`src/sv/fsp_pkg.sv`:
```
package fsp_pkg;

   localparam int CAPACITY        = 512;
   localparam int MAX_FRAME_BYTES = 256;
   localparam int PREFIX_BYTES    = 2;
   localparam int BATCH_LIMIT     = 255;
   localparam int SLOT_W          = $clog2(CAPACITY);
   localparam int CNT_W           = $clog2(CAPACITY + 1);
   localparam int CSR_IDX_W       = 1;

   localparam logic [2:0] OP_PUSH   = 3'd0;
   localparam logic [2:0] OP_PEEK   = 3'd1;
   localparam logic [2:0] OP_POP    = 3'd2;
   localparam logic [2:0] OP_TAKE   = 3'd3;
   localparam logic [2:0] OP_RECORD = 3'd4;
   localparam logic [2:0] OP_CLEAR  = 3'd5;

   localparam logic [CSR_IDX_W-1:0] CSR_HEADER_SIZE     = 1'd0;
   localparam logic [CSR_IDX_W-1:0] CSR_OVERFLOW_REASON = 1'd1;

   typedef struct packed {
      logic [2:0]  op;
      logic [31:0] sequence_req;
      logic [63:0] sample_pos;
      logic [8:0]  frame_bytes;
      logic [15:0] frame_flags;
      logic [15:0] packet_limit;
      logic [15:0] buffer_size;
      logic [31:0] missing_count;
      logic [7:0]  gap_reason_in;
   } req_type;

   typedef struct packed {
      logic        ok;
      logic [8:0]  slot;
      logic [31:0] first_sequence;
      logic [63:0] first_sample_pos;
      logic [7:0]  batch_frames;
      logic [15:0] batch_bytes;
      logic [31:0] gap_count;
      logic [7:0]  gap_reason;
      logic [9:0]  depth;
      logic        gap_pending;
      logic [31:0] dropped_count;
   } rsp_type;

   typedef struct packed {
      logic [31:0] seq;
      logic [63:0] sample;
      logic [8:0]  len;
      logic [15:0] flags;
   } entry_type;

   typedef struct packed {
      logic load;
      logic drop;
      logic push_wr;
      logic peek_step;
      logic pop_step;
      logic exec_misc;
      logic emit;
   } cmd_type;

   typedef struct packed {
      logic [2:0] op;
      logic       len_bad;
      logic       full;
      logic       empty;
      logic       fit;
      logic       last_peek;
      logic       pop_over;
      logic       pop_last;
   } sts_type;

endpackage

```
`src/sv/fsp_ctrl.sv`:
```
module fsp_ctrl (
   input  logic              clock,
   input  logic              reset,
   input  logic              req_valid,
   output logic              req_ready,
   output logic              rsp_valid,
   input  logic              rsp_ready,
   input  fsp_pkg::sts_type  sts,
   output fsp_pkg::cmd_type  cmd
);

   localparam logic [2:0] S_IDLE    = 3'd0;
   localparam logic [2:0] S_DISP    = 3'd1;
   localparam logic [2:0] S_PUSH_RD = 3'd2;
   localparam logic [2:0] S_PUSH_WR = 3'd3;
   localparam logic [2:0] S_WALK    = 3'd4;
   localparam logic [2:0] S_POP     = 3'd5;
   localparam logic [2:0] S_DONE    = 3'd6;

   logic [2:0] state_ff, state_in;
   logic       rsp_valid_ff, rsp_valid_in;

   assign req_ready = (state_ff == S_IDLE) && !reset;
   assign rsp_valid = rsp_valid_ff;

   always_comb begin
      cmd      = '0;
      state_in = state_ff;
      case (state_ff)
         S_IDLE: begin
            if (req_valid && req_ready) begin
               cmd.load = 1'b1;
               state_in = S_DISP;
            end
         end
         S_DISP: begin
            case (sts.op)
               fsp_pkg::OP_PUSH: begin
                  if (sts.len_bad) state_in = S_DONE;
                  else if (sts.full) state_in = S_PUSH_RD;
                  else state_in = S_PUSH_WR;
               end
               fsp_pkg::OP_PEEK: begin
                  state_in = sts.empty ? S_DONE : S_WALK;
               end
               fsp_pkg::OP_POP: begin
                  cmd.exec_misc = 1'b1;
                  state_in = sts.empty ? S_DONE : S_POP;
               end
               default: begin
                  cmd.exec_misc = 1'b1;
                  state_in = S_DONE;
               end
            endcase
         end
         S_PUSH_RD: begin
            cmd.drop = 1'b1;
            state_in = S_PUSH_WR;
         end
         S_PUSH_WR: begin
            cmd.push_wr = 1'b1;
            state_in = S_DONE;
         end
         S_WALK: begin
            if (sts.fit) begin
               cmd.peek_step = 1'b1;
               if (sts.last_peek) state_in = S_DONE;
            end else begin
               state_in = S_DONE;
            end
         end
         S_POP: begin
            if (sts.pop_over) begin
               state_in = S_DONE;
            end else begin
               cmd.pop_step = 1'b1;
               if (sts.pop_last) state_in = S_DONE;
            end
         end
         S_DONE: begin
            if (!rsp_valid_ff || rsp_ready) begin
               cmd.emit = 1'b1;
               state_in = S_IDLE;
            end
         end
         default: state_in = S_IDLE;
      endcase
   end

   assign rsp_valid_in = cmd.emit ? 1'b1 : (rsp_ready ? 1'b0 : rsp_valid_ff);

   always_ff @(posedge clock) begin
      if (reset) begin
         state_ff     <= S_IDLE;
         rsp_valid_ff <= 1'b0;
      end else begin
         state_ff     <= state_in;
         rsp_valid_ff <= rsp_valid_in;
      end
   end

endmodule

```
`config.mk`:
```
export PLATFORM = sky130hd
export DESIGN_NAME = fsp_ctrl
export DESIGN_NICKNAME = d
export VERILOG_FILES = /design/src/sv/fsp_pkg.sv /design/src/sv/fsp_ctrl.sv
export SDC_FILE = /design/constraint.sdc
export NUM_CORES = 1
export LEC_CHECK = 0
export BUFFER_PORTS_ARGS = -buffer_cell sky130_fd_sc_hd__buf_2
export CAP_MARGIN = 5
export CORE_AREA = 2 2 39 41
export DETAILED_ROUTE_END_ITERATION = 6
export DIE_AREA = 0 0 41 43
export GPL_TIMING_DRIVEN = 0
export HOLD_SLACK_MARGIN = 0.15
export PLACE_DENSITY = 0.68
export SYNTH_ARGS = -nofsm -noshare
export SYNTH_HDL_FRONTEND = slang
export SYNTH_SLANG_ARGS = --single-unit
```
`constraint.sdc`:
```
create_clock -name clock -period 2 [get_ports clock]
set_input_delay 0 -clock clock [delete_from_list [all_inputs] [get_ports clock]]
set_output_delay 0 -clock clock [all_outputs]
set_load 0.01 [all_outputs]
```
==> results.cfg, run 1 <==
[detailed_routing]
wl_per_cell_um = 10.7
drtPass1Iterations = 4
dr.first_iter.drc_count = 5
drt-vias-per-instance = 4.79
drc_errors = 0
vias = 417
ant_nets = 0
routed_wl_um = 935

[min_path]
min-delay-path-class = primary input to register

[cells_and_area]
final_nets = 87
fill_cells = 154
antennaDiodeCount = 0
fin_area_sq_um = 553
drive_above_1_share_pct = 50.7
final_cell_mix = buf_2, dfxtp_1
syn_to_final_growth_pct = 45.4
final_common_cell = buf_2
fin_util_pct = 40.0

[clock_network]
post-cts-setup-buffers = 0
clockBufferDepth = 2
clock-sinks = 4
cts_resized = 0
clock-root-buffer = clkbuf_4
cts_tree = yes
hold_buffers = 2
cts_max_level = 1
clk_latency_ns = 0.24
clk_pin_slew_ns = 0.04
numCtsBuffers = 3

[global_route]
grt_pass1_vias = 350
grt_pass1_wl_mm = 1.40
antenna_found_initial = 0
grt_usage_pct = 11.4
overflow = 0
grt_start_max_net_pins = 11

[timing]
rsz0062_at_grt = no
worst_slew_pin_slew_ns = 0.491
hold_viol = 0
max_freq_mhz = 651
whs_ns = 0.186
drv_slew = 0
fin_crit_ns = 1.54
tns_ns = 0
finalSetupViolCount = 0
min_period_over_period_pct = 76.8
relSlewSlack_pct = 67.0
skew_ns = 0.00481

[worst_setup_path]
critical_path_peak_fanout = 4
cp_data_arrival_time_ns = 1.67
worstSetupPathType = register to register
critPathLaunchType = register
crit_required_ns = 2.13
cp-end-kind = register

[status]
status = finished, final reports clean

[power_and_ir_drop]
p_per_area_nw_per_um2 = 1220
p_leak_uw = 0.000272
vdd_drop_max_uv = 363

[yosys]
synth_area_leaders = dfxtp_1, and2_1, nor2b_1
synth_fp_nets = 58
synth_cell_types = 30
yosysSeqAreaShare_pct = 21.1
syn_avg_cell_area_sq_um = 8.64
synth_top_cell_area_share_pct = 21.1
synth_seq_cells = 4
yosys.area.top_type = dfxtp_1
yosysWarnings = 0
synth_area_sq_um = 380
syn_inst = 44

[placed_design]
gp_congestion = 0.722
placed_area_sq_um = 510
portBuffers = 22
hpwl_um = 742

[floorplan]
core_sq_um = 1380
start_util_pct = 27.5
rows = 14
die_h_um = 43
dieArea_sq_um = 1760
die_x_um = 41
io_pins = 23

[flow_run]
drv_cap = 0
[area by class of cell]
cell class | instances | area, sq um | share of cell area, %
Multi-Input combinational cell | 35 | 269 | 48.6
Timing Repair Buffer | 24 | 130 | 23.5
Sequential cell | 4 | 80.1 | 14.5
Buffer | 3 | 23.8 | 4.30
Clock buffer | 3 | 22.5 | 4.07
Tap cell | 16 | 20.0 | 3.62
Inverter | 2 | 7.51 | 1.36
[sequential cells by signal, summed over array words and instances (netlist names)]
register   flops
state_ff       3
rsp_valid      1
[path summary, 6_finish.rpt]
kind	from	to	slack, ns	cells past startpoint
max reg2reg	state_ff[1]	state_ff[0]	0.46	4
max	state_ff[1]	state_ff[0]	0.46	4
min reg2reg	state_ff[2]	state_ff[2]	0.65	3
min	sts[2]	state_ff[0]	0.19	3
[through the flow]
stage          setup slack [ns]  total power (uW)  std cells
2_1_floorplan             0.581               462         44
3_3_place_gp              0.495               562         82
3_5_place_dp              0.496               572         82
4_1_cts                   0.467               684         87
5_1_grt                   0.305               734         87
6_report                  0.464               675         87
[Yosys cell counts]
cell type / number
o221a_1: 1
inv_1: 2
nand3b_2: 1
a2111oi_2: 1
or3_4: 1
a22oi_1: 1
o31ai_1: 1
and2_1: 3
a21oi_1: 1
nand4bb_2: 1
buf_2: 1
nand2b_1: 1
o21ai_0: 1
a311oi_1: 1
buf_6: 1
nand2_1: 1
dfxtp_1: 4
o21bai_1: 1
nand2b_2: 1
buf_4: 1
nor2b_1: 3
nor4_1: 2
xor2_1: 1
o22ai_2: 1
nor3_1: 3
nor3_2: 1
a21o_1: 1
or3_1: 2
a21oi_4: 1
nor2_1: 3
[per-layer routing]
metal	routed length (um)	GRT usage, %	up-vias
met5	0	0	-
li1	-	-	216
met1	405	14.4	184
met3	84	4.71	0
met4	0	2.00	0
met2	445	17.8	17
[cell families (layout without fill, tap and decap cells)]
| group | after synthesis | count (layout) | share of synthesized area [%] |
|---|---|---|---|
| buf+inv | 5 | 32 | 8.22 |
| simple gates | 23 | 23 | 41.1 |
| xor+xnor | 1 | 1 | 2.30 |
| compound gates | 11 | 11 | 27.3 |
| flops | 4 | 4 | 21.1 |
[critical path, cell delays in order, from the launching register on]
cell and delay (ns):
dfxtp_1 0.34, or3_1 0.40, o21bai_1 0.17, a21o_1 0.19, a2111oi_2 0.33
[where the power goes]
part           internal [uW]  switching [uW]
combinational            217             212
clock                   67.3            35.1
sequential               111            31.9
total                    396             279
Power figures use the tool's default switching activity.
==> run 2: changes to the inputs <==
PLACE_DENSITY = 0.7   (was 0.68)
clock period = 1.39 ns   (was 2 ns; I/O delays follow)
==> run 2 against run 1 <==
Via count grew 3.6%. Routed wire length rose by 11%. Register-to-register slack got worse by 0.53 ns. Total power rose by 67%. The run now ends with negative setup slack left.
==> results.cfg, run 2 (synthesized netlist as in run 1, its figures left out) <==
[floorplan]
rows = 14
io_pins = 23
start_util_pct = 27.5
die_x_um = 41
die_h_um = 43
dieArea_sq_um = 1760
core_sq_um = 1380

[global_route]
grt_usage_pct = 12.7
grt_pass1_wl_mm = 1.55
grt_start_max_net_pins = 11
grt_pass1_vias = 376
antenna_found_initial = 0
overflow = 0

[cells_and_area]
final_nets = 93
syn_to_final_growth_pct = 69.7
largest_register_ff_count = 3
multi_input_area_sq_um = 309
final_common_cell = buf_2
antennaDiodeCount = 0
regArea_sq_um = 82.6
drive_above_1_share_pct = 58.4
final_cell_mix = buf_2, buf_4
fill_cells = 140
fin_area_sq_um = 646
max_flop_register = state_ff

[clock_network]
clock-root-buffer = clkbuf_4
clock-sinks = 4
clk_pin_slew_ns = 0.04
cts_tree = yes
clockBufferDepth = 2
numCtsBuffers = 3
clk_latency_ns = 0.23
cts_max_level = 1

[min_path]
min-delay-path-class = primary input to register

[worst_setup_path]
worstSetupPathType = register to register
critPathLaunchType = register
cp-end-kind = register
critical_path_peak_fanout = 7
cp_slowest_cell = or3_1
worstPathCellList = buf_6 > buf_4 > nand3b_4 > o22ai_4 > or3_1 > o221a_1
path_buf_inv = 2
crit_required_ns = 1.51
worst_path_largest_cell_delay_ns = 0.37
critPathTopFamily = simple AND/OR/NAND/NOR gates
cp_data_arrival_time_ns = 1.57

[detailed_routing]
ant_nets = 0
drt-vias-per-instance = 4.65
dr_wl_met3_um = 74
vias = 432
top_layer_used = met3
wl_per_cell_um = 11.2
dr.first_iter.drc_count = 3
routedLengthMet1_um = 433
drtPass1Iterations = 2
wl_met2_um = 533
drc_errors = 0
routed_wl_mm = 1.04

[timing]
rsz0062_at_grt = yes
relSlewSlack_pct = 78.6
skew_ns = 0.00377
fin_crit_ns = 1.45
finalSetupViolCount = 2
max_freq_mhz = 689
drv_slew = 0
whs_ns = 0.218
worst_slew_pin_slew_ns = 0.319
min_period_over_period_pct = 104
setup_slack_ns = -0.0618
hold_viol = 0

[power_and_ir_drop]
p_leak_uw = 0.000324
vdd_drop_max_uv = 601
p_per_area_nw_per_um2 = 1750
seq_power_share_pct = 19.2
p_sw_share_pct = 41.1
power.internal_uw = 663
power_switching_uw = 464
p_comb_share_pct = 68.0
p_clk_share_pct = 12.8

[placed_design]
post-place-ws_ns = -0.0989
gp_congestion = 0.727
portBuffers = 22
placed_area_sq_um = 513
hpwl_um = 751

[status]
violations = negative setup slack
status = finished with violations

[flow_run]
drv_cap = 0
## run 2: changes by cell type in the layout (fill, tap and decap cells not counted), sizes merged
cell	delta
buf	+5
dlygate4sd3	+1
## run 2: metal layers
layer,GRT usage [%],up-vias
li1,-,229
met5,0,-
met1,18.3,186
met3,4.71,0
met4,4.00,0
met2,17.2,17
## run 2: power groups by stage
stage               Clock (uW)  Sequential (uW)  Combinational, uW
floorplan                    0              194                479
global placement             0              206                610
detailed placement           0              209                621
CTS                        151              215                693
global route               159              224                836
finish                     144              217                766
## run 2: tightest hold or removal path, stage by stage
cell	delay, ns
buf_2	0.11
a21oi_4	0.07
nor3_4	0.14
a2111oi_2	0.09
## run 2: layout make-up
type,count,share of cell area [%]
plain buffers,3,4.07
well taps,16,3.10
flip-flops and latches,4,12.8
repair buffers,30,27.5
inverters,2,1.16
multi-input cells,35,47.9
clock buffers,3,3.49
## run 2: path summary, 6_finish.rpt
kind / startpoint / cells after the start / slack, ns / to
setup / recovery: state_ff[2] / 6 / -0.06 / state_ff[1]
setup reg to reg: state_ff[2] / 6 / -0.06 / state_ff[1]
hold / removal: req_valid / 4 / 0.22 / state_ff[0]
hold reg to reg: rsp_valid / 2 / 0.54 / rsp_valid
## run 2: timing repair
action	in CTS	in global routing
pin swaps	0	6
setup buffers	1	4
gates cloned	0	0
resized for setup	6	2
hold buffers	3	0
endpoints found under the hold margin	3	0
endpoints found under the setup margin	4	4
## run 2: stage by stage
step / std cells / setup TNS, ns / utilization, % / power [uW]
detailed placement: 82 / -0.202 / 37.1 / 830
CTS: 89 / -0.121 / 43.4 / 1060
global route: 93 / -0.347 / 46.7 / 1220
global placement: 82 / -0.196 / 37.1 / 816
floorplan: 44 / -0.00488 / - / 673
finish: 93 / -0.122 / 46.7 / 1130
==> run 3: changes to the inputs <==
PLACE_DENSITY = 0.68   (was 0.7)
clock period = 1.5 ns   (was 1.39 ns; I/O delays follow)
==> run 3 against run 2 <==
The flow now finishes without violations. Clock power shrank 6%. Sequential share of layout area is essentially flat. Setup slack gained 0.10 ns. Cell count is the same. Highest routed layer unchanged.
==> results.cfg, run 3 (synthesized netlist as in run 1, its figures left out) <==
[cells_and_area]
max_flop_register = state_ff
largest_register_ff_count = 3
drive_above_1_share_pct = 59.7
final_cell_mix = buf_2, buf_4
layout.cells.non_filler = 93
final_common_cell = buf_2
syn_to_final_growth_pct = 70.1
final_nets = 93
fin_util_pct = 46.7
antennaDiodeCount = 0
fin_area_sq_um = 647

[detailed_routing]
wl_per_cell_um = 11.5
ant_nets = 0
routed_wl_mm = 1.07
drc_errors = 0
dr.first_iter.drc_count = 5
drt-vias-per-instance = 4.98
drtPass1Iterations = 4
vias = 463

[timing]
min_period_over_period_pct = 97.4
rsz0062_at_grt = yes
skew_ns = 0.00646
tns_ns = 0
drv_slew = 0
hold_viol = 0
fin_crit_ns = 1.46
max_freq_mhz = 685
finalSetupViolCount = 0
relSlewSlack_pct = 78.9
worst_slew_pin_slew_ns = 0.314

[power_and_ir_drop]
power_switching_uw = 444
p_clk_share_pct = 12.4
vdd_drop_max_uv = 548
p_sw_share_pct = 40.7
total_power_uw = 1090
p_comb_share_pct = 69.0
power.internal_uw = 647
p_leak_uw = 0.000329
seq_power_share_pct = 18.5
p_per_area_nw_per_um2 = 1690

[clock_network]
clk_pin_slew_ns = 0.04
clock-sinks = 4
clock-root-buffer = clkbuf_4
cts_max_level = 1
clk_latency_ns = 0.24
cts_tree = yes
numCtsBuffers = 3
clockBufferDepth = 2

[global_route]
grt_start_max_net_pins = 11
overflow = 0
grt_usage_pct = 11.6
grt_pass1_wl_mm = 1.42
grt_pass1_vias = 356
antenna_found_initial = 0

[worst_setup_path]
worst_r2r_endpoint = state_ff[0]
cp_data_arrival_time_ns = 1.58
rr_worst_depth = 5
critical_path_peak_fanout = 6
worstSetupPathType = register to register
reg2reg_slack_ns = 0.04
r2r-start = state_ff[2]
cp-end-kind = register
critPathLaunchType = register
crit_required_ns = 1.62

[floorplan]
core_sq_um = 1380
die_h_um = 43
dieArea_sq_um = 1760
start_util_pct = 27.5
die_x_um = 41
io_pins = 23
rows = 14

[min_path]
whs_path_depth = 3
hold_start = req_valid
min-delay-path-class = primary input to register
min_to = state_ff[2]

[placed_design]
hpwl_um = 742
portBuffers = 22
placed_area_sq_um = 510
gp_congestion = 0.722
placedCellCount = 82

[flow_run]
drv_cap = 0

[status]
status = finished, final reports clean
## run 3: worst max-delay path by stage
stage | start | end | cells after the start
floorplan | state_ff[1] | state_ff[0] | 4
global placement | state_ff[1] | state_ff[0] | 4
detailed placement | state_ff[1] | state_ff[0] | 4
CTS | state_ff[1] | state_ff[1] | 5
global route | state_ff[2] | state_ff[1] | 6
finish | state_ff[2] | state_ff[0] | 5
## run 3: stage by stage
| step | worst slack, ns | hold WS, ns |
|---|---|---|
| 2_1_floorplan | 0.0808 | 0.0507 |
| 3_3_place_gp | -0.00512 | 0.236 |
| 3_5_place_dp | -0.00411 | 0.249 |
| 4_1_cts | 0.00567 | 0.183 |
| 5_1_grt | -0.0156 | 0.235 |
| 6_report | 0.0394 | 0.225 |
## run 3: layout make-up
cell class | count | area [sq um]
clock buffers | 3 | 22.5
fillers | 144 | 737
well taps | 16 | 20.0
plain buffers | 3 | 30.0
flip-flops and latches | 4 | 82.6
multi-input cells | 35 | 312
repair buffers | 30 | 173
inverters | 2 | 7.51
## run 3: layer usage
metal | vias up | part of all wire (%) | global-route usage (%)
met5 | - | 0 | 0
met4 | 0 | 0 | 2.00
met3 | 0 | 7.8 | 4.71
met2 | 17 | 52 | 18.4
met1 | 216 | 40 | 14.4
li1 | 230 | - | -
## run 3: timing repair
action / 4_1_cts / 5_1_grt
setup endpoints to repair: 2 / 4
setup buffers: 0 / 6
pin swaps: 1 / 6
gates resized for setup: 2 / 8
hold endpoints to repair: 4 / 0
cloned: 0 / 0
hold buffers: 2 / 0
## run 3: critical path, stage by stage (launching register included)
cell and delay, ns:
dfxtp_1 0.30, buf_6 0.12, or3_4 0.34, a21oi_4 0.19, nor3_4 0.06, a2111oi_2 0.34
## run 3: power by group through the flow
stage | combinational [uW] | clock, uW | sequential (uW)
5_1_grt | 816 | 146 | 210
2_1_floorplan | 437 | 0 | 179
4_1_cts | 590 | 142 | 191
6_report | 753 | 136 | 202
3_3_place_gp | 559 | 0 | 190
3_5_place_dp | 572 | 0 | 191
